--- src/hw/rtl/lspf_pkg.sv ---
// Shared constants, item types and state encodings of the plane fit unit.
package lspf_pkg;

  localparam int MAX_POINTS     = 16;
  localparam int MIN_FIT_POINTS = 3;
  localparam int COORD_W        = 24;
  localparam int PROD_W         = 2 * COORD_W;
  localparam int SUM1_W         = 29;
  localparam int SUM2_W         = 52;
  localparam int CNT_W          = $clog2(MAX_POINTS + 1);
  localparam int FRAC_BITS      = 16;
  localparam int ENT_W          = 64;
  localparam int BIG_W          = 192;
  localparam int RES_W          = 32;
  localparam int MIN_DET_W      = 32;
  localparam int QUEUE_DEPTH    = 2;
  localparam int MAC_STEPS      = 9;
  localparam int NUM_DETS       = 4;
  localparam int NUM_QUOTS      = 3;

  typedef enum logic [2:0] {
    ST_OK   = 3'd0,
    ST_FEW  = 3'd1,
    ST_SING = 3'd2,
    ST_SAT  = 3'd3,
    ST_MANY = 3'd4
  } status_t;

  typedef struct packed {
    logic signed [COORD_W-1:0] point_x;
    logic signed [COORD_W-1:0] point_y;
    logic signed [COORD_W-1:0] point_z;
    logic                      last_point;
  } point_t;

  typedef struct packed {
    logic signed [RES_W-1:0] slope_x;
    logic signed [RES_W-1:0] slope_y;
    logic signed [RES_W-1:0] offset;
    status_t                 fit_status;
  } fit_t;

  // One finished point set as handed from the accumulator to the solver.
  typedef struct packed {
    logic [SUM1_W-1:0] sx;
    logic [SUM1_W-1:0] sy;
    logic [SUM1_W-1:0] sz;
    logic [SUM2_W-1:0] sxx;
    logic [SUM2_W-1:0] syy;
    logic [SUM2_W-1:0] sxy;
    logic [SUM2_W-1:0] sxz;
    logic [SUM2_W-1:0] syz;
    logic [CNT_W-1:0]  cnt;
    logic              ovf;
  } job_t;

  typedef enum logic [1:0] {
    F_IDLE,
    F_MUL,
    F_PUSH
  } f_state_t;

  typedef enum logic [3:0] {
    B_IDLE,
    B_MLOAD,
    B_MRUN,
    B_MACC,
    B_SING,
    B_DLOAD,
    B_DRUN,
    B_DFIN,
    B_OUT
  } b_state_t;

endpackage

--- src/hw/rtl/lspf_front.sv ---
// Point accumulator: takes items and builds the running sums with one shared multiplier.
module lspf_front (
  input  logic            clk,
  input  logic            rst_n,
  input  logic            start,
  output logic            busy,
  input  lspf_pkg::point_t in_point,
  output logic            push,
  output lspf_pkg::job_t  push_job,
  input  logic            push_ready
);
  import lspf_pkg::*;

  f_state_t state_r, state_nxt;

  logic signed [COORD_W-1:0] x_r, y_r, z_r;
  logic                      last_r;
  logic                      add_r;
  logic [2:0]                step_r;
  logic signed [PROD_W-1:0]  prod_r;
  logic [SUM1_W-1:0]         sx_r, sy_r, sz_r;
  logic [SUM2_W-1:0]         sxx_r, syy_r, sxy_r, sxz_r, syz_r;
  logic [CNT_W-1:0]          cnt_r;
  logic                      ovf_r;

  logic signed [COORD_W-1:0] op_a, op_b;
  logic [SUM2_W-1:0]         prod_ext;
  logic                      accept;

  assign accept   = (state_r == F_IDLE) && start;
  assign prod_ext = SUM2_W'(prod_r);

  always_comb begin
    unique case (step_r)
      3'd0:    begin op_a = x_r; op_b = x_r; end
      3'd1:    begin op_a = y_r; op_b = y_r; end
      3'd2:    begin op_a = x_r; op_b = y_r; end
      3'd3:    begin op_a = x_r; op_b = z_r; end
      3'd4:    begin op_a = y_r; op_b = z_r; end
      default: begin op_a = '0;  op_b = '0;  end
    endcase
  end

  always_comb begin
    state_nxt = state_r;
    unique case (state_r)
      F_IDLE: if (start) state_nxt = F_MUL;
      F_MUL: begin
        if (step_r == 3'd5) state_nxt = last_r ? F_PUSH : F_IDLE;
      end
      F_PUSH: if (push_ready) state_nxt = F_IDLE;
      default: state_nxt = F_IDLE;
    endcase
  end

  always_comb begin
    busy = (state_r != F_IDLE);
    push = (state_r == F_PUSH);
  end

  assign push_job = '{sx: sx_r, sy: sy_r, sz: sz_r, sxx: sxx_r, syy: syy_r,
                      sxy: sxy_r, sxz: sxz_r, syz: syz_r, cnt: cnt_r, ovf: ovf_r};

  always_ff @(posedge clk) begin
    if (!rst_n) begin
      state_r <= F_IDLE;
    end else begin
      state_r <= state_nxt;
    end
  end

  always_ff @(posedge clk) begin
    if (accept) begin
      x_r    <= in_point.point_x;
      y_r    <= in_point.point_y;
      z_r    <= in_point.point_z;
      last_r <= in_point.last_point;
    end
    prod_r <= op_a * op_b;
  end

  always_ff @(posedge clk) begin
    if (!rst_n) begin
      sx_r   <= '0;
      sy_r   <= '0;
      sz_r   <= '0;
      sxx_r  <= '0;
      syy_r  <= '0;
      sxy_r  <= '0;
      sxz_r  <= '0;
      syz_r  <= '0;
      cnt_r  <= '0;
      ovf_r  <= 1'b0;
      add_r  <= 1'b0;
      step_r <= '0;
    end else begin
      if (accept) begin
        step_r <= '0;
        if (cnt_r < CNT_W'(MAX_POINTS)) begin
          add_r <= 1'b1;
          sx_r  <= sx_r + SUM1_W'(in_point.point_x);
          sy_r  <= sy_r + SUM1_W'(in_point.point_y);
          sz_r  <= sz_r + SUM1_W'(in_point.point_z);
          cnt_r <= cnt_r + 1'b1;
        end else begin
          add_r <= 1'b0;
          ovf_r <= 1'b1;
        end
      end else if (state_r == F_MUL) begin
        step_r <= step_r + 1'b1;
        // The product of the previous step lands in its sum now.
        if (add_r) begin
          unique case (step_r)
            3'd1:    sxx_r <= sxx_r + prod_ext;
            3'd2:    syy_r <= syy_r + prod_ext;
            3'd3:    sxy_r <= sxy_r + prod_ext;
            3'd4:    sxz_r <= sxz_r + prod_ext;
            3'd5:    syz_r <= syz_r + prod_ext;
            default: ;
          endcase
        end
      end else if ((state_r == F_PUSH) && push_ready) begin
        sx_r  <= '0;
        sy_r  <= '0;
        sz_r  <= '0;
        sxx_r <= '0;
        syy_r <= '0;
        sxy_r <= '0;
        sxz_r <= '0;
        syz_r <= '0;
        cnt_r <= '0;
        ovf_r <= 1'b0;
      end
    end
  end

endmodule

--- config.mk ---
export PLATFORM = sky130hd
export DESIGN_NAME = lspf_front
export DESIGN_NICKNAME = d
export VERILOG_FILES = /design/src/hw/rtl/lspf_pkg.sv /design/src/hw/rtl/lspf_front.sv
export SDC_FILE = /design/constraint.sdc
export NUM_CORES = 2
export LEC_CHECK = 0
export BUFFER_PORTS_ARGS = -buffer_cell sky130_fd_sc_hd__buf_2
export CAP_MARGIN = 20
export CORE_UTILIZATION = 45
export CTS_BUF_LIST = sky130_fd_sc_hd__clkbuf_8
export CTS_CLUSTER_DIAMETER = 60
export DETAILED_ROUTE_END_ITERATION = 7
export PLACE_DENSITY_LB_ADDON = 0.12
export SYNTH_ARGS = -nofsm -noshare
export SYNTH_HDL_FRONTEND = slang
export SYNTH_SLANG_ARGS = --single-unit
--- constraint.sdc ---
create_clock -name clk -period 8.1 [get_ports clk]
set_clock_uncertainty 0.1 [all_clocks]
set_input_delay 0 -clock clk [delete_from_list [all_inputs] [get_ports clk]]
set_output_delay 0 -clock clk [all_outputs]
set_load 0.01 [all_outputs]
==> results.txt <==
- Outcome: finished, violations left
- Failing checks: setup timing
- Detailed placement finished with a half-perimeter wire length of 155000 um.
- Crit path time final: 8120 ps
- Global routing usage on met3: under 10%
- Filler Cells Inserted: 10800
- The number of antenna violations at the first check in global routing came to 2.
- Die extent in y: around 350 um
- After clock tree synthesis, the clock-pin slew on the worst setup and hold paths is ~60 ps.
- In this run the clock root is driven by a sky130_fd_sc_hd__clkbuf_8.
* Clock buffers created by TritonCTS: 94
- The mapped netlist covers 53400 um2.
- The final number of hold-violating endpoints came to 0.
- The number of nets handed over by synthesis was 7327.
* Clock tree sinks: 480
* Slowest cell delay on critical path: 570 ps
- During I/O placement, the number of pins put on the boundary was 432.
* Wire length of the first global-routing pass: 289000 um
- The total overflow left after global routing is 0.
- # placed instances: ~8200
* GPL Wtd Cong: 1.00
- Leading cell type in the layout, fill and taps excluded: sky130_fd_sc_hd__inv_1
- TritonCTS clock tree: done
- Routed length per placed instance: 22.1 um
- Area of the core region: 117000 um2
* Sum Neg Setup Slack: -27.3 ps
* Reg-to-reg critical path endpoint: prod_r[41]
- For the worst-skew pair, the clock arrives at the later sink with an insertion delay of 800 ps.
- Via Count: 48600
- Critical-path top delay cell: sky130_fd_sc_hd__fa_2
* Fraction of synthesis flops using an asynchronous set or reset pin: 0%
* Class of the most critical setup path: flop to flop
- The detailed router finished its first iteration with 3563 violations.
* GR met1 Demand/Resource: a little over two fifths
* Register-to-register setup slack: -20 ps
- Category of the worst setup path capture point: flop
* Clock Path Buffers: 3
- The worst setup path is launched from a flop.
* Number of port buffers: 431
- Cells with a size suffix above 1 make up roughly 17% of the layout.
- Total number of yosys warnings: 0
- Critical path endpoint: prod_r[41]
- In this run, synthesis inferred 73 flip-flops with an integrated enable.
- Number of routed nets with antenna violations: 0
* Area added between synthesis and finish: 21.2%
- Flip-flop and latch count after synthesis: 480
* Largest driver fanout on the critical path: 5
- Global router's overall resource usage: 31.4%
- For this configuration, the core starts out at a cell density of 45.7%.
* TritonRoute pass-1 iters: 6
- Data on the critical path arrives at its endpoint at between 8000 and 9000 ps.
- Largest net degree at the start of global routing: 86
* Type of the worst min-delay path: input pin to flop
- The average instance in the mapped netlist occupies 8.67 um2.
- Sequential cells were found to cover 19.4% of the synthesized design area.
- Worst hold slack: between 100 and 150 ps
* Max Cap Viol: 0
- Setup repair after global routing could not meet its margin everywhere.
* Via count of the first global-routing pass: 47500
* Worst Hold Path Cells: 5
- Post-Synthesis Cells: 6156
* Final non-filler cell total: ~8600
- For the pin with the worst max-slew slack, the measured transition is about 1100 ps.
- Final period utilization: 100%
- Global routing used 49.8% of the available met2 tracks.
- In the post-route analysis, the smallest setup slack over all paths is -16.5 ps.
* Per-cell via count in the routed design: 5.63
- Most frequent cells in the layout: sky130_fd_sc_hd__inv_1, sky130_fd_sc_hd__nor2_1, sky130_fd_sc_hd__nand2_1, sky130_fd_sc_hd__fa_1, sky130_fd_sc_hd__ha_1
- Measured in cells, the most critical reg-to-reg path has a length of 31.
- Worst-case headroom to the max-slew limit: 27.3%
* FMAX: 123 MHz
- Area of the die: 120000 um2
* DRC viols: 0
- The final layout contains routed wiring with a total length of between 150000 and 200000 um.
- Final Max Slew Viols: 0
- The global routing stage identified its most utilized layer as met2.
- Commonest register cell after synthesis: sky130_fd_sc_hd__dfxtp_1
* Count of different cell masters after synthesis: 96
* Cell row count: 125
- Die X: about 350 um
- Number of levels in the clock H-tree: 3
- Critical path launch point: step_r[1]
* Critical path data required time: 8660 ps
- For this run, the post-layout net count is 8193.
- In this run the critical register-to-register path is launched from step_r[1].
- Number of failing setup endpoints in the final timing report: 2
==> cells by family (layout without fill, tap and decap cells) <==
logic type | Yosys count | in the layout | share of synthesized area [%]
AND/OR/NAND/NOR | 1768 | 1768 | 14.6
AO/OA/AOI/OAI | 1521 | 1521 | 19.2
adder cells (fa/ha/maj) | 1094 | 1094 | 34.3
buffers and inverters | 936 | 1883 | 6.60
flip-flops | 480 | 480 | 19.4
XOR/XNOR | 350 | 350 | 5.75
multiplexers | 7 | 7 | 0.138
other | 0 | 2 | 0
==> worst max-delay path: cells and delay by family (launching register included) <==
family,cells,cell delay (ps)
AND/OR/NAND/NOR,3,720
buffers and inverters,9,830
XOR/XNOR,1,150
adder cells (fa/ha/maj),9,3870
flip-flops,1,370
AO/OA/AOI/OAI,9,1980
==> sequential cells by signal, summed over array words and instances (netlist names), 3 cells and up <==
name and cells:
prod_r 48, x_r 24, sxz_r 52, cnt_r 5, step_r 3, y_r 24, sx_r 29, sxx_r 52
sz_r 29, syy_r 52, z_r 24, syz_r 52, sy_r 29, sxy_r 52
==> through the flow <==
stage	instance area [um2]	utilization [%]	worst slack [ps]
floorplan	53400	-	28.1
global placement	60000	51.4	-92.6
detailed placement	60000	51.4	-288
CTS	64300	55.1	-48.1
global route	64700	55.3	-263
finish	64700	55.3	-16.5
==> worst min-delay path by stage <==
stage	start	endpoint	slack (ps)
finish	in_point[25]	sy_r[0]	130
detailed placement	in_point[56]	x_r[7]	100
global placement	in_point[53]	x_r[4]	100
floorplan	in_point[0]	last_r	-1
CTS	in_point[49]	sx_r[0]	10
global route	in_point[48]	y_r[23]	100
==> per-layer routing <==
layer  vias to the layer above  routed length [um]
li1                      22700                   -
met1                     23800               82600
met2                      1700               86500
met3                       321               13300
met4                         0                8260
met5                         -                   0
==> final cells by class <==
class	count	area [um2]	area share, %
Antenna cell	2	5.00	0.00774
Clock buffer	118	1620	2.51
Clock inverter	59	427	0.660
Inverter	690	2600	4.03
Multi-Input combinational cell	4740	40000	61.9
Sequential cell	480	10300	16.0
Tap cell	1524	1910	2.95
Timing Repair Buffer	1016	7740	12.0
==> synth_stat cells (25+ instances only) <==
cell                       number  area (um2)
sky130_fd_sc_hd__nand4_1       41         257
sky130_fd_sc_hd__xor2_1       126        1100
sky130_fd_sc_hd__a22oi_1      183        1370
sky130_fd_sc_hd__nor2b_1       46         288
sky130_fd_sc_hd__nand2_1      621        2330
sky130_fd_sc_hd__ha_1         479        5990
sky130_fd_sc_hd__nand3_1      129         646
sky130_fd_sc_hd__xnor2_1      224        1960
sky130_fd_sc_hd__nor3_1        55         275
sky130_fd_sc_hd__o21a_1        35         263
sky130_fd_sc_hd__dfxtp_1      407        8150
sky130_fd_sc_hd__a21oi_1      427        2140
sky130_fd_sc_hd__a21o_1       234        1760
sky130_fd_sc_hd__and3_1        45         282
sky130_fd_sc_hd__and2_1        40         250
sky130_fd_sc_hd__nand2b_1      65         407
sky130_fd_sc_hd__fa_1         615       12300
sky130_fd_sc_hd__o21ai_0      184         921
sky130_fd_sc_hd__nor2_1       634        2380
sky130_fd_sc_hd__o21bai_1      73         548
sky130_fd_sc_hd__clkbuf_1     232         871
sky130_fd_sc_hd__a22o_1        90         788
sky130_fd_sc_hd__edfxtp_1      73        2190
sky130_fd_sc_hd__a31oi_1       47         294
sky130_fd_sc_hd__inv_1        690        2590
sky130_fd_sc_hd__a211oi_1      25         188
==> what timing repair did <==
item	4_1_cts	5_1_grt
hold buffers	150	0
endpoints found under the hold margin	184	0
gates cloned	7	0
pin swaps	50	52
gates resized for setup	88	71
endpoints found under the setup margin	9	17
setup buffers	33	14
Power is not shown: default switching activity piles up to over one toggle a cycle in this logic, so the estimate is an artifact.
