<file path="src/hw/rtl/lspf_pkg.sv">
// Shared constants, item types and state encodings of the plane fit unit.
package lspf_pkg;

  localparam int MAX_POINTS     = 16;
  localparam int MIN_FIT_POINTS = 3;
  localparam int COORD_W        = 24;
  localparam int PROD_W         = 2 * COORD_W;
  localparam int SUM1_W         = 29;
  localparam int SUM2_W         = 52;
  localparam int CNT_W          = $clog2(MAX_POINTS + 1);
  localparam int FRAC_BITS      = 16;
  localparam int ENT_W          = 64;
  localparam int BIG_W          = 192;
  localparam int RES_W          = 32;
  localparam int MIN_DET_W      = 32;
  localparam int QUEUE_DEPTH    = 2;
  localparam int MAC_STEPS      = 9;
  localparam int NUM_DETS       = 4;
  localparam int NUM_QUOTS      = 3;

  typedef enum logic [2:0] {
    ST_OK   = 3'd0,
    ST_FEW  = 3'd1,
    ST_SING = 3'd2,
    ST_SAT  = 3'd3,
    ST_MANY = 3'd4
  } status_t;

  typedef struct packed {
    logic signed [COORD_W-1:0] point_x;
    logic signed [COORD_W-1:0] point_y;
    logic signed [COORD_W-1:0] point_z;
    logic                      last_point;
  } point_t;

  typedef struct packed {
    logic signed [RES_W-1:0] slope_x;
    logic signed [RES_W-1:0] slope_y;
    logic signed [RES_W-1:0] offset;
    status_t                 fit_status;
  } fit_t;

  // One finished point set as handed from the accumulator to the solver.
  typedef struct packed {
    logic [SUM1_W-1:0] sx;
    logic [SUM1_W-1:0] sy;
    logic [SUM1_W-1:0] sz;
    logic [SUM2_W-1:0] sxx;
    logic [SUM2_W-1:0] syy;
    logic [SUM2_W-1:0] sxy;
    logic [SUM2_W-1:0] sxz;
    logic [SUM2_W-1:0] syz;
    logic [CNT_W-1:0]  cnt;
    logic              ovf;
  } job_t;

  typedef enum logic [1:0] {
    F_IDLE,
    F_MUL,
    F_PUSH
  } f_state_t;

  typedef enum logic [3:0] {
    B_IDLE,
    B_MLOAD,
    B_MRUN,
    B_MACC,
    B_SING,
    B_DLOAD,
    B_DRUN,
    B_DFIN,
    B_OUT
  } b_state_t;

endpackage

</file>
<file path="src/hw/rtl/lspf_queue.sv">
// Small job queue between the point accumulator and the solver.
module lspf_queue (
  input  logic          clk,
  input  logic          rst_n,
  input  logic          wr_en,
  input  lspf_pkg::job_t wr_data,
  output logic          full,
  input  logic          rd_en,
  output lspf_pkg::job_t rd_data,
  output logic          empty
);
  import lspf_pkg::*;

  localparam int PTR_W = $clog2(QUEUE_DEPTH);
  localparam int FILL_W = $clog2(QUEUE_DEPTH + 1);

  job_t              mem_r [QUEUE_DEPTH];
  logic [PTR_W-1:0]  wr_ptr_r;
  logic [PTR_W-1:0]  rd_ptr_r;
  logic [FILL_W-1:0] fill_r;

  assign full    = (fill_r == FILL_W'(QUEUE_DEPTH));
  assign empty   = (fill_r == '0);
  assign rd_data = mem_r[rd_ptr_r];

  always_ff @(posedge clk) begin
    if (wr_en && !full) begin
      mem_r[wr_ptr_r] <= wr_data;
    end
  end

  always_ff @(posedge clk) begin
    if (!rst_n) begin
      wr_ptr_r <= '0;
      rd_ptr_r <= '0;
      fill_r   <= '0;
    end else begin
      if (wr_en && !full) begin
        wr_ptr_r <= (wr_ptr_r == PTR_W'(QUEUE_DEPTH - 1)) ? '0 : wr_ptr_r + 1'b1;
      end
      if (rd_en && !empty) begin
        rd_ptr_r <= (rd_ptr_r == PTR_W'(QUEUE_DEPTH - 1)) ? '0 : rd_ptr_r + 1'b1;
      end
      fill_r <= fill_r + FILL_W'(wr_en && !full) - FILL_W'(rd_en && !empty);
    end
  end

endmodule

</file>
<file path="config.mk">
export PLATFORM = sky130hd
export DESIGN_NAME = lspf_queue
export DESIGN_NICKNAME = d
export VERILOG_FILES = /design/src/hw/rtl/lspf_pkg.sv /design/src/hw/rtl/lspf_queue.sv
export SDC_FILE = /design/constraint.sdc
export NUM_CORES = 1
export LEC_CHECK = 0
export ABC_AREA = 1
export BUFFER_PORTS_ARGS = -buffer_cell sky130_fd_sc_hd__buf_2
export CORE_AREA = 2 2 275 277
export DETAILED_ROUTE_END_ITERATION = 10
export DIE_AREA = 0 0 277 279
export PLACE_DENSITY = 0.61
export SYNTH_ARGS = -nofsm -noshare
export SYNTH_HDL_FRONTEND = slang
export SYNTH_SLANG_ARGS = --single-unit
</file>
<file path="constraint.sdc">
create_clock -name clk -period 62.7 [get_ports clk]
set_clock_uncertainty 0.15 [all_clocks]
set_input_delay 12.54 -clock clk [delete_from_list [all_inputs] [get_ports clk]]
set_output_delay 12.54 -clock clk [all_outputs]
set_load 0.1 [all_outputs]
</file>
==> results of run 1 <==
==> stage by stage <==
| step | instances | cell area, sq um |
|---|---|---|
| 6_report | 2946 | 33460 |
| 5_1_grt | 2942 | 33450 |
| 4_1_cts | 2926 | 33410 |
| 3_5_place_dp | 2789 | 30950 |
| 3_3_place_gp | 2789 | 30950 |
| 2_1_floorplan | 1136 | 26380 |
==> sequential cells by signal (all words and copies together), names as in the netlist, named ones only <==
name	cells
fill_r	2
rd_ptr_r	1
wr_ptr_r	1
mem_r	706
==> cell usage in the layout, fill, tap and decap left out, types with 2 or more instances in the layout <==
master | synthesis | routed
buf_4 | 1 | 11
inv_1 | 9 | 8
nand2_1 | 9 | 9
clkinv_16 | 0 | 2
clkinv_2 | 0 | 14
a21oi_1 | 2 | 2
edfxtp_1 | 706 | 706
nor2_1 | 8 | 7
clkbuf_16 | 0 | 76
clkinvlp_4 | 0 | 3
nand3_1 | 3 | 3
inv_6 | 0 | 2
dfxtp_1 | 5 | 4
diode_2 | 0 | 20
mux2_4 | 170 | 170
mux2_2 | 183 | 183
ha_1 | 2 | 2
bufinv_16 | 0 | 7
clkbuf_1 | 0 | 18
clkinv_1 | 0 | 9
buf_2 | 19 | 711
clkinv_4 | 0 | 3
==> cell type report <==
class	instances	area [sq um]
fillers	6434	40610
flip-flops and latches	711	21300
multi-input cells	377	4735
repair buffers	723	3661
clock buffers	95	1983
well taps	969	1212
clock inverters	42	476.7
diodes	20	50.05
inverters	9	41.29
==> cell usage after synthesis <==
cell type and number:
mux2_4 170, buf_4 1, mux2_2 183, buf_6 19, ha_1 2, nand2_1 9, nand3_1 3, dfxtp_1 5
nor2_1 8, buf_2 19, edfxtp_1 706, inv_1 9, a21oi_1 2
==> final timing paths <==
| check | endpoint | depth (start not counted) | startpoint |
|---|---|---|---|
| worst max register to register | mem_r[0][243] | 6 | fill_r[0] |
| worst max-delay path | rd_data[185] | 4 | register |
| worst min-delay path | rd_ptr_r | 2 | rd_ptr_r |
| worst min register to register | rd_ptr_r | 2 | rd_ptr_r |
==> per-layer routing <==
layer | track usage [%] | part of all wire, % | up-vias
met5 | 0 | 0.22 | -
met4 | 6.591 | 3.5 | 22
met3 | 5.573 | 8.5 | 144
met2 | 27.01 | 53 | 542
met1 | 15.97 | 35 | 6665
li1 | - | - | 6084
==> worst register-to-register path: cells and delay by family, from the launching register on <==
family	cells	cell delay (ns)
AND/OR/NAND/NOR	3	0.93
flip-flops	1	0.35
buffers and inverters	3	1.84
==> kinds of logic (layout without fill, tap and decap cells) <==
group	after synthesis	in the layout	share of synthesized area, %
compound gates	2	2	0.03795
fa+ha+maj	2	2	0.09485
buf+inv	48	869	1.328
flops	711	711	80.75
mux	353	353	17.49
other cells	0	20	0
simple gates	20	20	0.2988
==> power by group <==
part / switching (mW) / internal [mW] / total [mW]
Combinational: 0.647 / 0.148 / 0.796
Clock: 0.182 / 0.256 / 0.438
Sequential: 0.0199 / 0.604 / 0.624
==> impl_metrics.xml, run 1 <==
<?xml version="1.0" encoding="UTF-8"?>
<metrics>
  <group name="sta">
    <metric name="final.period_utilization" unit="%">27.02</metric>
    <metric name="postLayoutSetupSlackWorst" unit="ns">45.76</metric>
    <metric name="setup_viol" unit="">0</metric>
    <metric name="timing.setup.tns" unit="ns">0</metric>
    <metric name="worst_hold_slack" unit="ns">0.3643</metric>
    <metric name="period_minus_slack" unit="ns">16.94</metric>
    <metric name="max_freq" unit="MHz">59.03</metric>
    <metric name="finalMaxSlewViolations" unit="">0</metric>
    <metric name="worst_pin_slew" unit="ns">1.133</metric>
    <metric name="report.final.hold_viol_count" unit="">0</metric>
    <metric name="timing.slew.headroom" unit="%">24.45</metric>
    <metric name="setup_repair_after_global_routing_missed_its_margin" unit="">false</metric>
  </group>
  <group name="die">
    <metric name="floorplan.core_area" unit="sq um">74070</metric>
    <metric name="pin_count" unit="">712</metric>
    <metric name="placement_rows" unit="">100</metric>
    <metric name="floorplan.initialDensity" unit="%">35.61</metric>
    <metric name="die_w" unit="microns">277</metric>
    <metric name="die-area" unit="sq um">77280</metric>
    <metric name="die_h" unit="microns">279</metric>
  </group>
  <group name="logic_synthesis">
    <metric name="synthesis.nets" unit="">1495</metric>
    <metric name="seq_area_frac_synth" unit="%">80.75</metric>
    <metric name="syn_area_per_cell" unit="sq um">23.22</metric>
    <metric name="synth_top_area_cell" unit="">edfxtp_1</metric>
    <metric name="ys_seq_elements" unit="">711</metric>
    <metric name="yosys.area.top_type_share" unit="%">80.37</metric>
    <metric name="post_synth_num_cell_types" unit="">13</metric>
    <metric name="synthTopCellsByArea" unit="">edfxtp_1, mux2_4, mux2_2</metric>
    <metric name="ys_warn_count" unit="">0</metric>
    <metric name="synth_area" unit="sq um">26380</metric>
    <metric name="synth_cells" unit="">1136</metric>
  </group>
  <group name="cts">
    <metric name="cts_made_buffers" unit="">76</metric>
    <metric name="cts_htree_levels" unit="">3</metric>
    <metric name="bufs_on_longest_clock_path" unit="">3</metric>
    <metric name="post-cts-setup-buffer-count" unit="">0</metric>
    <metric name="tritoncts" unit="">done</metric>
    <metric name="worstSkewPairLatency" unit="ns">0.60</metric>
    <metric name="tritoncts_num_sinks" unit="">711</metric>
    <metric name="clkSlewWorstSetupHoldPaths" unit="ns">0.06</metric>
    <metric name="clock-root-buffer" unit="">clkbuf_16</metric>
    <metric name="cts.repair.resized" unit="">0</metric>
    <metric name="holdBufCountCts" unit="">0</metric>
  </group>
  <group name="setup_path">
    <metric name="worstSetupStartpointType" unit="">register</metric>
    <metric name="cp_arrival" unit="ns">4.25</metric>
    <metric name="critPathKind" unit="">reg -&gt; out</metric>
    <metric name="reg2reg_slack" unit="ns">58.94</metric>
    <metric name="critPathCaptureType" unit="">output pin</metric>
    <metric name="critPathSlowestCell" unit="">dfxtp_4</metric>
    <metric name="timing.critical_path.cells" unit="">buf_4 -&gt; buf_4 -&gt; mux2_4 -&gt; buf_2</metric>
    <metric name="path_delay_family" unit="">buffers and inverters</metric>
    <metric name="crit_path_max_fanout" unit="">67</metric>
    <metric name="critPathMaxStageDelay" unit="ns">0.93</metric>
    <metric name="number_of_buffers_and_inverters_on_the_critical_path" unit="">3</metric>
    <metric name="timing.critical_path.required" unit="ns">50.01</metric>
    <metric name="crit_path_frequent_cell" unit="">buf_4</metric>
  </group>
  <group name="route">
    <metric name="wl_per_cell" unit="microns">20.85</metric>
    <metric name="finalWirelength" unit="mm">61.44</metric>
    <metric name="vias" unit="">13460</metric>
    <metric name="detailedRoute.firstPassIterationCount" unit="">6</metric>
    <metric name="drt.antenna.violating_nets" unit="">0</metric>
    <metric name="remaining_drc_errors" unit="">0</metric>
    <metric name="avg_vias_per_cell" unit="">4.568</metric>
    <metric name="drt-initial-drc-count" unit="">753</metric>
  </group>
  <group name="global_routing">
    <metric name="grt_pass1_wl" unit="mm">87.28</metric>
    <metric name="grt_overflow_total" unit="">0</metric>
    <metric name="grt_max_degree" unit="">158</metric>
    <metric name="antenna_found_initial" unit="">33</metric>
    <metric name="via_count_of_the_first_global_routing_pass" unit="">14190</metric>
    <metric name="track_usage" unit="%">15.12</metric>
  </group>
  <group name="cells_and_area">
    <metric name="synthToLayoutAreaGrowth" unit="%">26.86</metric>
    <metric name="utilization" unit="%">45.18</metric>
    <metric name="finalNetCount" unit="">2257</metric>
    <metric name="post_route_cells_drive_above_1_share" unit="%">60.76</metric>
  </group>
  <group name="placement">
    <metric name="detailed_place_hpwl" unit="mm">42.93</metric>
    <metric name="place.port_buffers" unit="">711</metric>
    <metric name="dp_worst_setup_slack" unit="ns">46.34</metric>
    <metric name="gp_congestion" unit="">0.8324</metric>
  </group>
  <group name="worst_hold_path">
    <metric name="worstHoldPathType" unit="">reg -&gt; reg</metric>
  </group>
  <group name="flow_run">
    <metric name="cap_viol_max_count" unit="">0</metric>
  </group>
  <group name="power_and_ir_drop">
    <metric name="vdd_drop_max" unit="mV">0.04621</metric>
    <metric name="leakage" unit="nW">12.69</metric>
    <metric name="p_total" unit="mW">1.858</metric>
    <metric name="cellPowerDensity" unit="nW/um^2">55.52</metric>
  </group>
  <group name="run_status">
    <metric name="run_status" unit="">finished, final reports clean</metric>
  </group>
</metrics>
Power figures use the tool's default switching activity.
==> run 2: changes to the inputs <==
ABC_AREA = 0   (was 1)
clock period = 17.7 ns   (was 62.7 ns; I/O delays follow)
==> run 2 against run 1 <==
  * Via count down 1.5%
  * Worst setup slack got worse by 36 ns
  * Cell count decreased by 0.58%
  * Register-to-register slack got worse by 46 ns
  * Count of clock-buffer cells in the layout unchanged
  * Die area did not move
  * Wire length decreased by 4.3%
  * Worst hold slack gained 0.015 ns
  * Highest routed layer unchanged
  * Critical path type unchanged
  * Synthesized cell count shrank 1.1%
  * Global-route usage is 0.46 points lower
==> impl_metrics.xml, run 2 <==
<?xml version="1.0" encoding="UTF-8"?>
<metrics>
  <group name="run_status">
    <metric name="run_status" unit="">finished, final reports clean</metric>
  </group>
  <group name="route">
    <metric name="drt-initial-drc-count" unit="">656</metric>
    <metric name="finalWirelength" unit="mm">58.80</metric>
    <metric name="remaining_drc_errors" unit="">0</metric>
    <metric name="detailedRoute.firstPassIterationCount" unit="">4</metric>
    <metric name="avg_vias_per_cell" unit="">4.527</metric>
    <metric name="vias" unit="">13260</metric>
    <metric name="wl_per_cell" unit="microns">20.08</metric>
    <metric name="drt.antenna.violating_nets" unit="">0</metric>
  </group>
  <group name="logic_synthesis">
    <metric name="yosys.area.top_type_share" unit="%">80.41</metric>
    <metric name="async_reset_ff_share" unit="%">0</metric>
    <metric name="yosys.area_share.xor_xnor" unit="%">0.09966</metric>
    <metric name="seq_area_frac_synth" unit="%">80.79</metric>
    <metric name="most_instantiated_cells_after_synthesis" unit="">edfxtp_1, mux2_2, mux2_4</metric>
    <metric name="synth_cells" unit="">1123</metric>
    <metric name="synth_top_area_cell" unit="">edfxtp_1</metric>
    <metric name="post_synth_fa_ha_maj_area_fraction" unit="%">0.09491</metric>
    <metric name="synth_area" unit="sq um">26370</metric>
    <metric name="syn_area_per_cell" unit="sq um">23.48</metric>
    <metric name="ys_warn_count" unit="">0</metric>
    <metric name="post_synth_num_cell_types" unit="">18</metric>
    <metric name="synth_enable_flop_cells" unit="">706</metric>
    <metric name="simple_gate_share_of_the_synthesized_area" unit="%">0.2230</metric>
    <metric name="synthesis.nets" unit="">1482</metric>
    <metric name="dominant_combinational_cell_family_by_area_after_synthesis" unit="">multiplexers</metric>
    <metric name="synth_compound_gate_area_share" unit="%">0.02847</metric>
    <metric name="synth-main-ff-cell" unit="">edfxtp_1</metric>
    <metric name="post_synth_mux_area_share" unit="%">17.54</metric>
    <metric name="post-synth-top-count-cell" unit="">edfxtp_1</metric>
    <metric name="synthTopCellsByArea" unit="">edfxtp_1, mux2_4, mux2_2</metric>
    <metric name="ys_seq_elements" unit="">711</metric>
  </group>
  <group name="sta">
    <metric name="final.period_utilization" unit="%">43.84</metric>
    <metric name="period_minus_slack" unit="ns">7.760</metric>
    <metric name="postLayoutSetupSlackWorst" unit="ns">9.940</metric>
    <metric name="worst_pin_slew" unit="ns">1.040</metric>
    <metric name="timing.setup.tns" unit="ns">0</metric>
    <metric name="setup_viol" unit="">0</metric>
    <metric name="setup_repair_after_global_routing_missed_its_margin" unit="">false</metric>
    <metric name="finalMaxSlewViolations" unit="">0</metric>
    <metric name="timing.slew.headroom" unit="%">30.68</metric>
    <metric name="max_freq" unit="MHz">128.9</metric>
    <metric name="report.final.hold_viol_count" unit="">0</metric>
  </group>
  <group name="global_routing">
    <metric name="track_usage" unit="%">14.66</metric>
    <metric name="grt_pass1_wl" unit="mm">85.59</metric>
    <metric name="grt_max_degree" unit="">117</metric>
    <metric name="antenna_found_initial" unit="">21</metric>
    <metric name="grt_overflow_total" unit="">0</metric>
    <metric name="via_count_of_the_first_global_routing_pass" unit="">14070</metric>
  </group>
  <group name="worst_hold_path">
    <metric name="whs_endpoint" unit="">wr_ptr_r</metric>
    <metric name="min_from" unit="">wr_ptr_r</metric>
    <metric name="worst_hold_path.num_cells" unit="">2</metric>
    <metric name="worstHoldPathType" unit="">reg -&gt; reg</metric>
  </group>
  <group name="cells_and_area">
    <metric name="largest_register_ffs" unit="">706</metric>
    <metric name="utilization" unit="%">45.18</metric>
    <metric name="top_regs" unit="">mem_r (706), fill_r (2)</metric>
    <metric name="finalNetCount" unit="">2244</metric>
    <metric name="final-seq-area" unit="sq um">21300</metric>
    <metric name="multiInputGateArea" unit="sq um">4753</metric>
    <metric name="mostFrequentLayoutCell" unit="">buf_2</metric>
    <metric name="fill_count" unit="">6419</metric>
    <metric name="layout_common_cells" unit="">buf_2, edfxtp_1, mux2_2</metric>
    <metric name="post_layout_nonfiller_instances" unit="">2929</metric>
    <metric name="synthToLayoutAreaGrowth" unit="%">26.92</metric>
    <metric name="post_route_cells_drive_above_1_share" unit="%">60.75</metric>
    <metric name="regMostFlops" unit="">mem_r</metric>
  </group>
  <group name="cts">
    <metric name="holdBufCountCts" unit="">0</metric>
    <metric name="post-cts-setup-buffer-count" unit="">0</metric>
    <metric name="tritoncts_num_sinks" unit="">711</metric>
    <metric name="clkSlewWorstSetupHoldPaths" unit="ns">0.06</metric>
    <metric name="worstSkewPairLatency" unit="ns">0.60</metric>
    <metric name="clock-root-buffer" unit="">clkbuf_16</metric>
    <metric name="bufs_on_longest_clock_path" unit="">3</metric>
    <metric name="tritoncts" unit="">done</metric>
    <metric name="cts.repair.resized" unit="">0</metric>
    <metric name="cts_made_buffers" unit="">75</metric>
    <metric name="cts_htree_levels" unit="">3</metric>
  </group>
  <group name="setup_path">
    <metric name="critPathCaptureType" unit="">output pin</metric>
    <metric name="timing.critical_path.required" unit="ns">14.01</metric>
    <metric name="reg2reg_slack" unit="ns">13.16</metric>
    <metric name="critPathSlowestCell" unit="">dfxtp_4</metric>
    <metric name="critPathMaxStageDelay" unit="ns">0.98</metric>
    <metric name="regToRegEndpoint" unit="">mem_r[0][220]</metric>
    <metric name="path_delay_family" unit="">buffers and inverters</metric>
    <metric name="timing.critical_path.cells" unit="">buf_4 -&gt; buf_12 -&gt; mux2_4 -&gt; buf_2</metric>
    <metric name="r2r.worst_path.cells" unit="">6</metric>
    <metric name="cp_arrival" unit="ns">4.07</metric>
    <metric name="worstReg2RegStart" unit="">fill_r[0]</metric>
    <metric name="crit_path_max_fanout" unit="">116</metric>
    <metric name="number_of_buffers_and_inverters_on_the_critical_path" unit="">3</metric>
    <metric name="worstSetupStartpointType" unit="">register</metric>
    <metric name="critPathKind" unit="">reg -&gt; out</metric>
  </group>
  <group name="placement">
    <metric name="detailed_place_hpwl" unit="mm">40.72</metric>
    <metric name="placedCellCount" unit="">2777</metric>
    <metric name="gp_congestion" unit="">0.7900</metric>
    <metric name="place.port_buffers" unit="">711</metric>
    <metric name="dp_worst_setup_slack" unit="ns">10.03</metric>
  </group>
  <group name="power_and_ir_drop">
    <metric name="vdd_drop_max" unit="mV">0.1583</metric>
    <metric name="p_total" unit="mW">6.541</metric>
    <metric name="leakage" unit="nW">12.65</metric>
    <metric name="cellPowerDensity" unit="nW/um^2">195.5</metric>
  </group>
  <group name="die">
    <metric name="die-area" unit="sq um">77280</metric>
    <metric name="floorplan.initialDensity" unit="%">35.59</metric>
    <metric name="placement_rows" unit="">100</metric>
    <metric name="die_h" unit="microns">279</metric>
    <metric name="floorplan.core_area" unit="sq um">74070</metric>
    <metric name="pin_count" unit="">712</metric>
    <metric name="die_w" unit="microns">277</metric>
  </group>
  <group name="flow_run">
    <metric name="cap_viol_max_count" unit="">0</metric>
  </group>
</metrics>
[run 2: kinds of logic after synthesis]
logic type                 count (synthesis)
DFF                                      711
muxes                                    354
buffers and inverters                     41
and+or+nand+nor                           11
xor gates and xnor gates                   3
adders and majority gates                  2
AOI/OAI and AO/OA                          1
[run 2: how the worst max path moves through the flow]
stage	endpoint	slack (ns)	cells after the start
floorplan	mem_r[0][0]	4.22	2
detailed placement	mem_r[0][223]	10.03	6
global route	rd_data[256]	9.72	4
CTS	rd_data[256]	9.85	4
global placement	mem_r[0][223]	10.06	6
finish	rd_data[256]	9.94	4
[run 2: power breakdown]
| group | switching [mW] | internal [mW] |
|---|---|---|
| combinational | 2.27 | 0.531 |
| sequential | 0.0663 | 2.12 |
| clock | 0.633 | 0.922 |
[run 2: worst register-to-register path, delay by kind of cell, from the launching register on]
family | cells | cell delay (ns)
buf+inv | 3 | 2.45
simple gates | 3 | 1.11
flops | 1 | 0.38
[run 2: cell type report]
| class | count | area share [%] |
|---|---|---|
| antenna | 16 | 0.1197 |
| sequential | 711 | 63.67 |
| multi-input combinational | 371 | 14.21 |
| clock inverter | 41 | 1.406 |
| timing repair buffer | 724 | 11.00 |
| inverter | 2 | 0.02243 |
| clock buffer | 95 | 5.956 |
| tap | 969 | 3.623 |
[run 2: routing by layer]
layer	global-route usage [%]	vias to the layer above	wire [microns]
met4	6.605	10	1863
li1	-	6040	-
met2	26.14	479	31320
met5	0	-	57
met1	15.74	6616	20860
met3	4.928	114	4702
[run 2: per-stage QoR]
step / cell area, sq um / hold WS, ns
final: 33460 / 0.3797
after floorplan: 26370 / 0.3160
after global placement: 30960 / 0.3592
after CTS: 33420 / 0.3768
after global routing: 33450 / 0.4109
after detailed placement: 30960 / 0.3696
==> run 3: changes to the inputs <==
clock period = 7.4 ns   (was 17.7 ns; I/O delays follow)
==> run 3 against run 2 <==
  * Die area is the same
  * Clock power up 140%
  * Wire length is 2.3% higher
  * Worst setup slack worse by 7.3 ns
  * Global-route usage is 0.26 points higher
  * Sequential share of layout area barely moved
  * Critical path depth down 1
  * Count of clock-buffer cells in the layout stayed put
  * Sequential power is 140% higher
  * Utilization about the same
  * Worst hold slack improved by 0.0033 ns
  * Critical path type unchanged
  * Largest cell class unchanged
==> impl_metrics.xml, run 3 (synthesized netlist as in run 2, its figures left out) <==
<?xml version="1.0" encoding="UTF-8"?>
<metrics>
  <group name="cts">
    <metric name="clkSlewWorstSetupHoldPaths" unit="ns">0.06</metric>
    <metric name="tritoncts" unit="">done</metric>
    <metric name="tritoncts_num_sinks" unit="">711</metric>
    <metric name="holdBufCountCts" unit="">0</metric>
    <metric name="cts_made_buffers" unit="">76</metric>
    <metric name="bufs_on_longest_clock_path" unit="">3</metric>
    <metric name="cts_htree_levels" unit="">3</metric>
    <metric name="worstSkewPairLatency" unit="ns">0.60</metric>
    <metric name="cts.repair.resized" unit="">0</metric>
    <metric name="clock-root-buffer" unit="">clkbuf_16</metric>
    <metric name="post-cts-setup-buffer-count" unit="">0</metric>
  </group>
  <group name="global_routing">
    <metric name="grt_max_degree" unit="">150</metric>
    <metric name="track_usage" unit="%">14.92</metric>
    <metric name="grt_pass1_wl" unit="mm">86.72</metric>
    <metric name="antenna_found_initial" unit="">21</metric>
    <metric name="grt_overflow_total" unit="">0</metric>
    <metric name="via_count_of_the_first_global_routing_pass" unit="">14140</metric>
  </group>
  <group name="placement">
    <metric name="detailed_place_hpwl" unit="mm">41.46</metric>
    <metric name="place.port_buffers" unit="">711</metric>
    <metric name="gp_congestion" unit="">0.8172</metric>
    <metric name="dp_worst_setup_slack" unit="ns">3.200</metric>
  </group>
  <group name="setup_path">
    <metric name="critPathSlowestCell" unit="">dfxtp_4</metric>
    <metric name="setup.worst_path.end" unit="">rd_data[179]</metric>
    <metric name="critPathMaxStageDelay" unit="ns">1.02</metric>
    <metric name="worstReg2RegStart" unit="">fill_r[0]</metric>
    <metric name="worstSetupStartpointType" unit="">register</metric>
    <metric name="cp_arrival" unit="ns">3.15</metric>
    <metric name="r2r.worst_path.cells" unit="">3</metric>
    <metric name="critPathCaptureType" unit="">output pin</metric>
    <metric name="number_of_buffers_and_inverters_on_the_critical_path" unit="">2</metric>
    <metric name="cp.depth" unit="">3</metric>
    <metric name="timing.critical_path.required" unit="ns">5.77</metric>
    <metric name="regToRegEndpoint" unit="">mem_r[1][210]</metric>
    <metric name="critPathKind" unit="">reg -&gt; out</metric>
    <metric name="timing.critical_path.cells" unit="">buf_12 -&gt; mux2_4 -&gt; buf_2</metric>
    <metric name="crit_path_max_fanout" unit="">108</metric>
    <metric name="reg2reg_slack" unit="ns">4.44</metric>
    <metric name="path_delay_family" unit="">flip-flops</metric>
  </group>
  <group name="die">
    <metric name="die_w" unit="microns">277</metric>
    <metric name="pin_count" unit="">712</metric>
    <metric name="die-area" unit="sq um">77280</metric>
    <metric name="die_h" unit="microns">279</metric>
    <metric name="floorplan.initialDensity" unit="%">35.59</metric>
    <metric name="placement_rows" unit="">100</metric>
    <metric name="floorplan.core_area" unit="sq um">74070</metric>
  </group>
  <group name="power_and_ir_drop">
    <metric name="vdd_drop_max" unit="mV">0.3296</metric>
    <metric name="cellPowerDensity" unit="nW/um^2">466.4</metric>
    <metric name="leakage" unit="nW">12.65</metric>
  </group>
  <group name="cells_and_area">
    <metric name="post_route_cells_drive_above_1_share" unit="%">60.92</metric>
    <metric name="regMostFlops" unit="">mem_r</metric>
    <metric name="mostFrequentLayoutCell" unit="">buf_2</metric>
    <metric name="largest_register_ffs" unit="">706</metric>
    <metric name="layout_common_cells" unit="">buf_2, edfxtp_1, mux2_2</metric>
    <metric name="top_regs" unit="">mem_r (706), fill_r (2)</metric>
    <metric name="finalNetCount" unit="">2243</metric>
    <metric name="synthToLayoutAreaGrowth" unit="%">26.90</metric>
  </group>
  <group name="route">
    <metric name="avg_vias_per_cell" unit="">4.553</metric>
    <metric name="drt.antenna.violating_nets" unit="">0</metric>
    <metric name="drt-initial-drc-count" unit="">819</metric>
    <metric name="finalWirelength" unit="mm">60.13</metric>
    <metric name="wl_per_cell" unit="microns">20.59</metric>
    <metric name="remaining_drc_errors" unit="">0</metric>
    <metric name="vias" unit="">13300</metric>
    <metric name="detailedRoute.firstPassIterationCount" unit="">6</metric>
  </group>
  <group name="sta">
    <metric name="timing.slew.headroom" unit="%">21.81</metric>
    <metric name="timing.setup.tns" unit="ns">0</metric>
    <metric name="worst_pin_slew" unit="ns">1.173</metric>
    <metric name="postLayoutSetupSlackWorst" unit="ns">2.618</metric>
    <metric name="setup_repair_after_global_routing_missed_its_margin" unit="">false</metric>
    <metric name="report.final.hold_viol_count" unit="">0</metric>
    <metric name="max_freq" unit="MHz">209.1</metric>
    <metric name="period_minus_slack" unit="ns">4.782</metric>
    <metric name="setup_viol" unit="">0</metric>
    <metric name="finalMaxSlewViolations" unit="">0</metric>
    <metric name="final.period_utilization" unit="%">64.62</metric>
  </group>
  <group name="worst_hold_path">
    <metric name="worstHoldPathType" unit="">reg -&gt; reg</metric>
    <metric name="min_from" unit="">rd_ptr_r</metric>
  </group>
  <group name="flow_run">
    <metric name="cap_viol_max_count" unit="">0</metric>
  </group>
  <group name="run_status">
    <metric name="run_status" unit="">finished, final reports clean</metric>
  </group>
</metrics>
-- run 3: changes by cell type in the layout (fill, tap and decap cells not counted), sizes merged --
| cell | change |
|---|---|
| clkinv | +3 |
| bufinv | -2 |
| clkinvlp | +1 |
| diode | -6 |
| inv | -2 |
| buf | -2 |
-- run 3: how the worst min path moves through the flow --
stage                     endpoint  slack (ns)  cells after the start
after floorplan           wr_ptr_r        0.34                      2
after global placement    wr_ptr_r        0.35                      2
after detailed placement  wr_ptr_r        0.39                      2
after CTS                 register        0.39                      2
after global routing      register        0.42                      2
final                     register        0.38                      2
-- run 3: where the power goes --
group / internal, mW / leakage [nW] / switching [mW]
sequential: 5.07 / 6.64 / 0.167
combinational: 1.28 / 4.83 / 5.42
clock: 2.16 / 1.18 / 1.51
-- run 3: layout make-up --
class                           instances  area (sq um)
Tap cell                              969          1212
Antenna cell                           10         25.02
Clock buffer                           95          2014
Sequential cell                       711         21300
Fill cell                            6421         40610
Clock inverter                         41         421.7
Inverter                                2         7.507
Timing Repair Buffer                  722          3716
Multi-Input combinational cell        371          4756
-- run 3: layer usage --
metal | track usage [%] | up-vias | wire length, microns
li1 | - | 6025 | -
met1 | 15.91 | 6669 | 21520
met2 | 26.86 | 476 | 32170
met3 | 5.146 | 113 | 4659
met4 | 6.243 | 16 | 1701
met5 | 0 | - | 85
-- run 3: per-stage QoR --
stage | cells | util [%] | hold WS [ns] | total power [mW] | cell area [sq um]
2_1_floorplan | 1123 | - | 0.3368 | 11.17 | 26380
3_3_place_gp | 2775 | 41.85 | 0.3520 | 12.02 | 31000
3_5_place_dp | 2775 | 41.85 | 0.3853 | 12.07 | 31000
4_1_cts | 2911 | 45.14 | 0.3906 | 15.77 | 33430
5_1_grt | 2920 | 45.17 | 0.4208 | 16.09 | 33450
6_report | 2921 | 45.17 | 0.3830 | 15.60 | 33460
-- run 3: worst register-to-register path: cells and delay by family, from the launching register on --
kind | cells | cell delay [ns]
buf+inv | 1 | 0.52
flops | 1 | 0.37
simple gates | 2 | 1.08
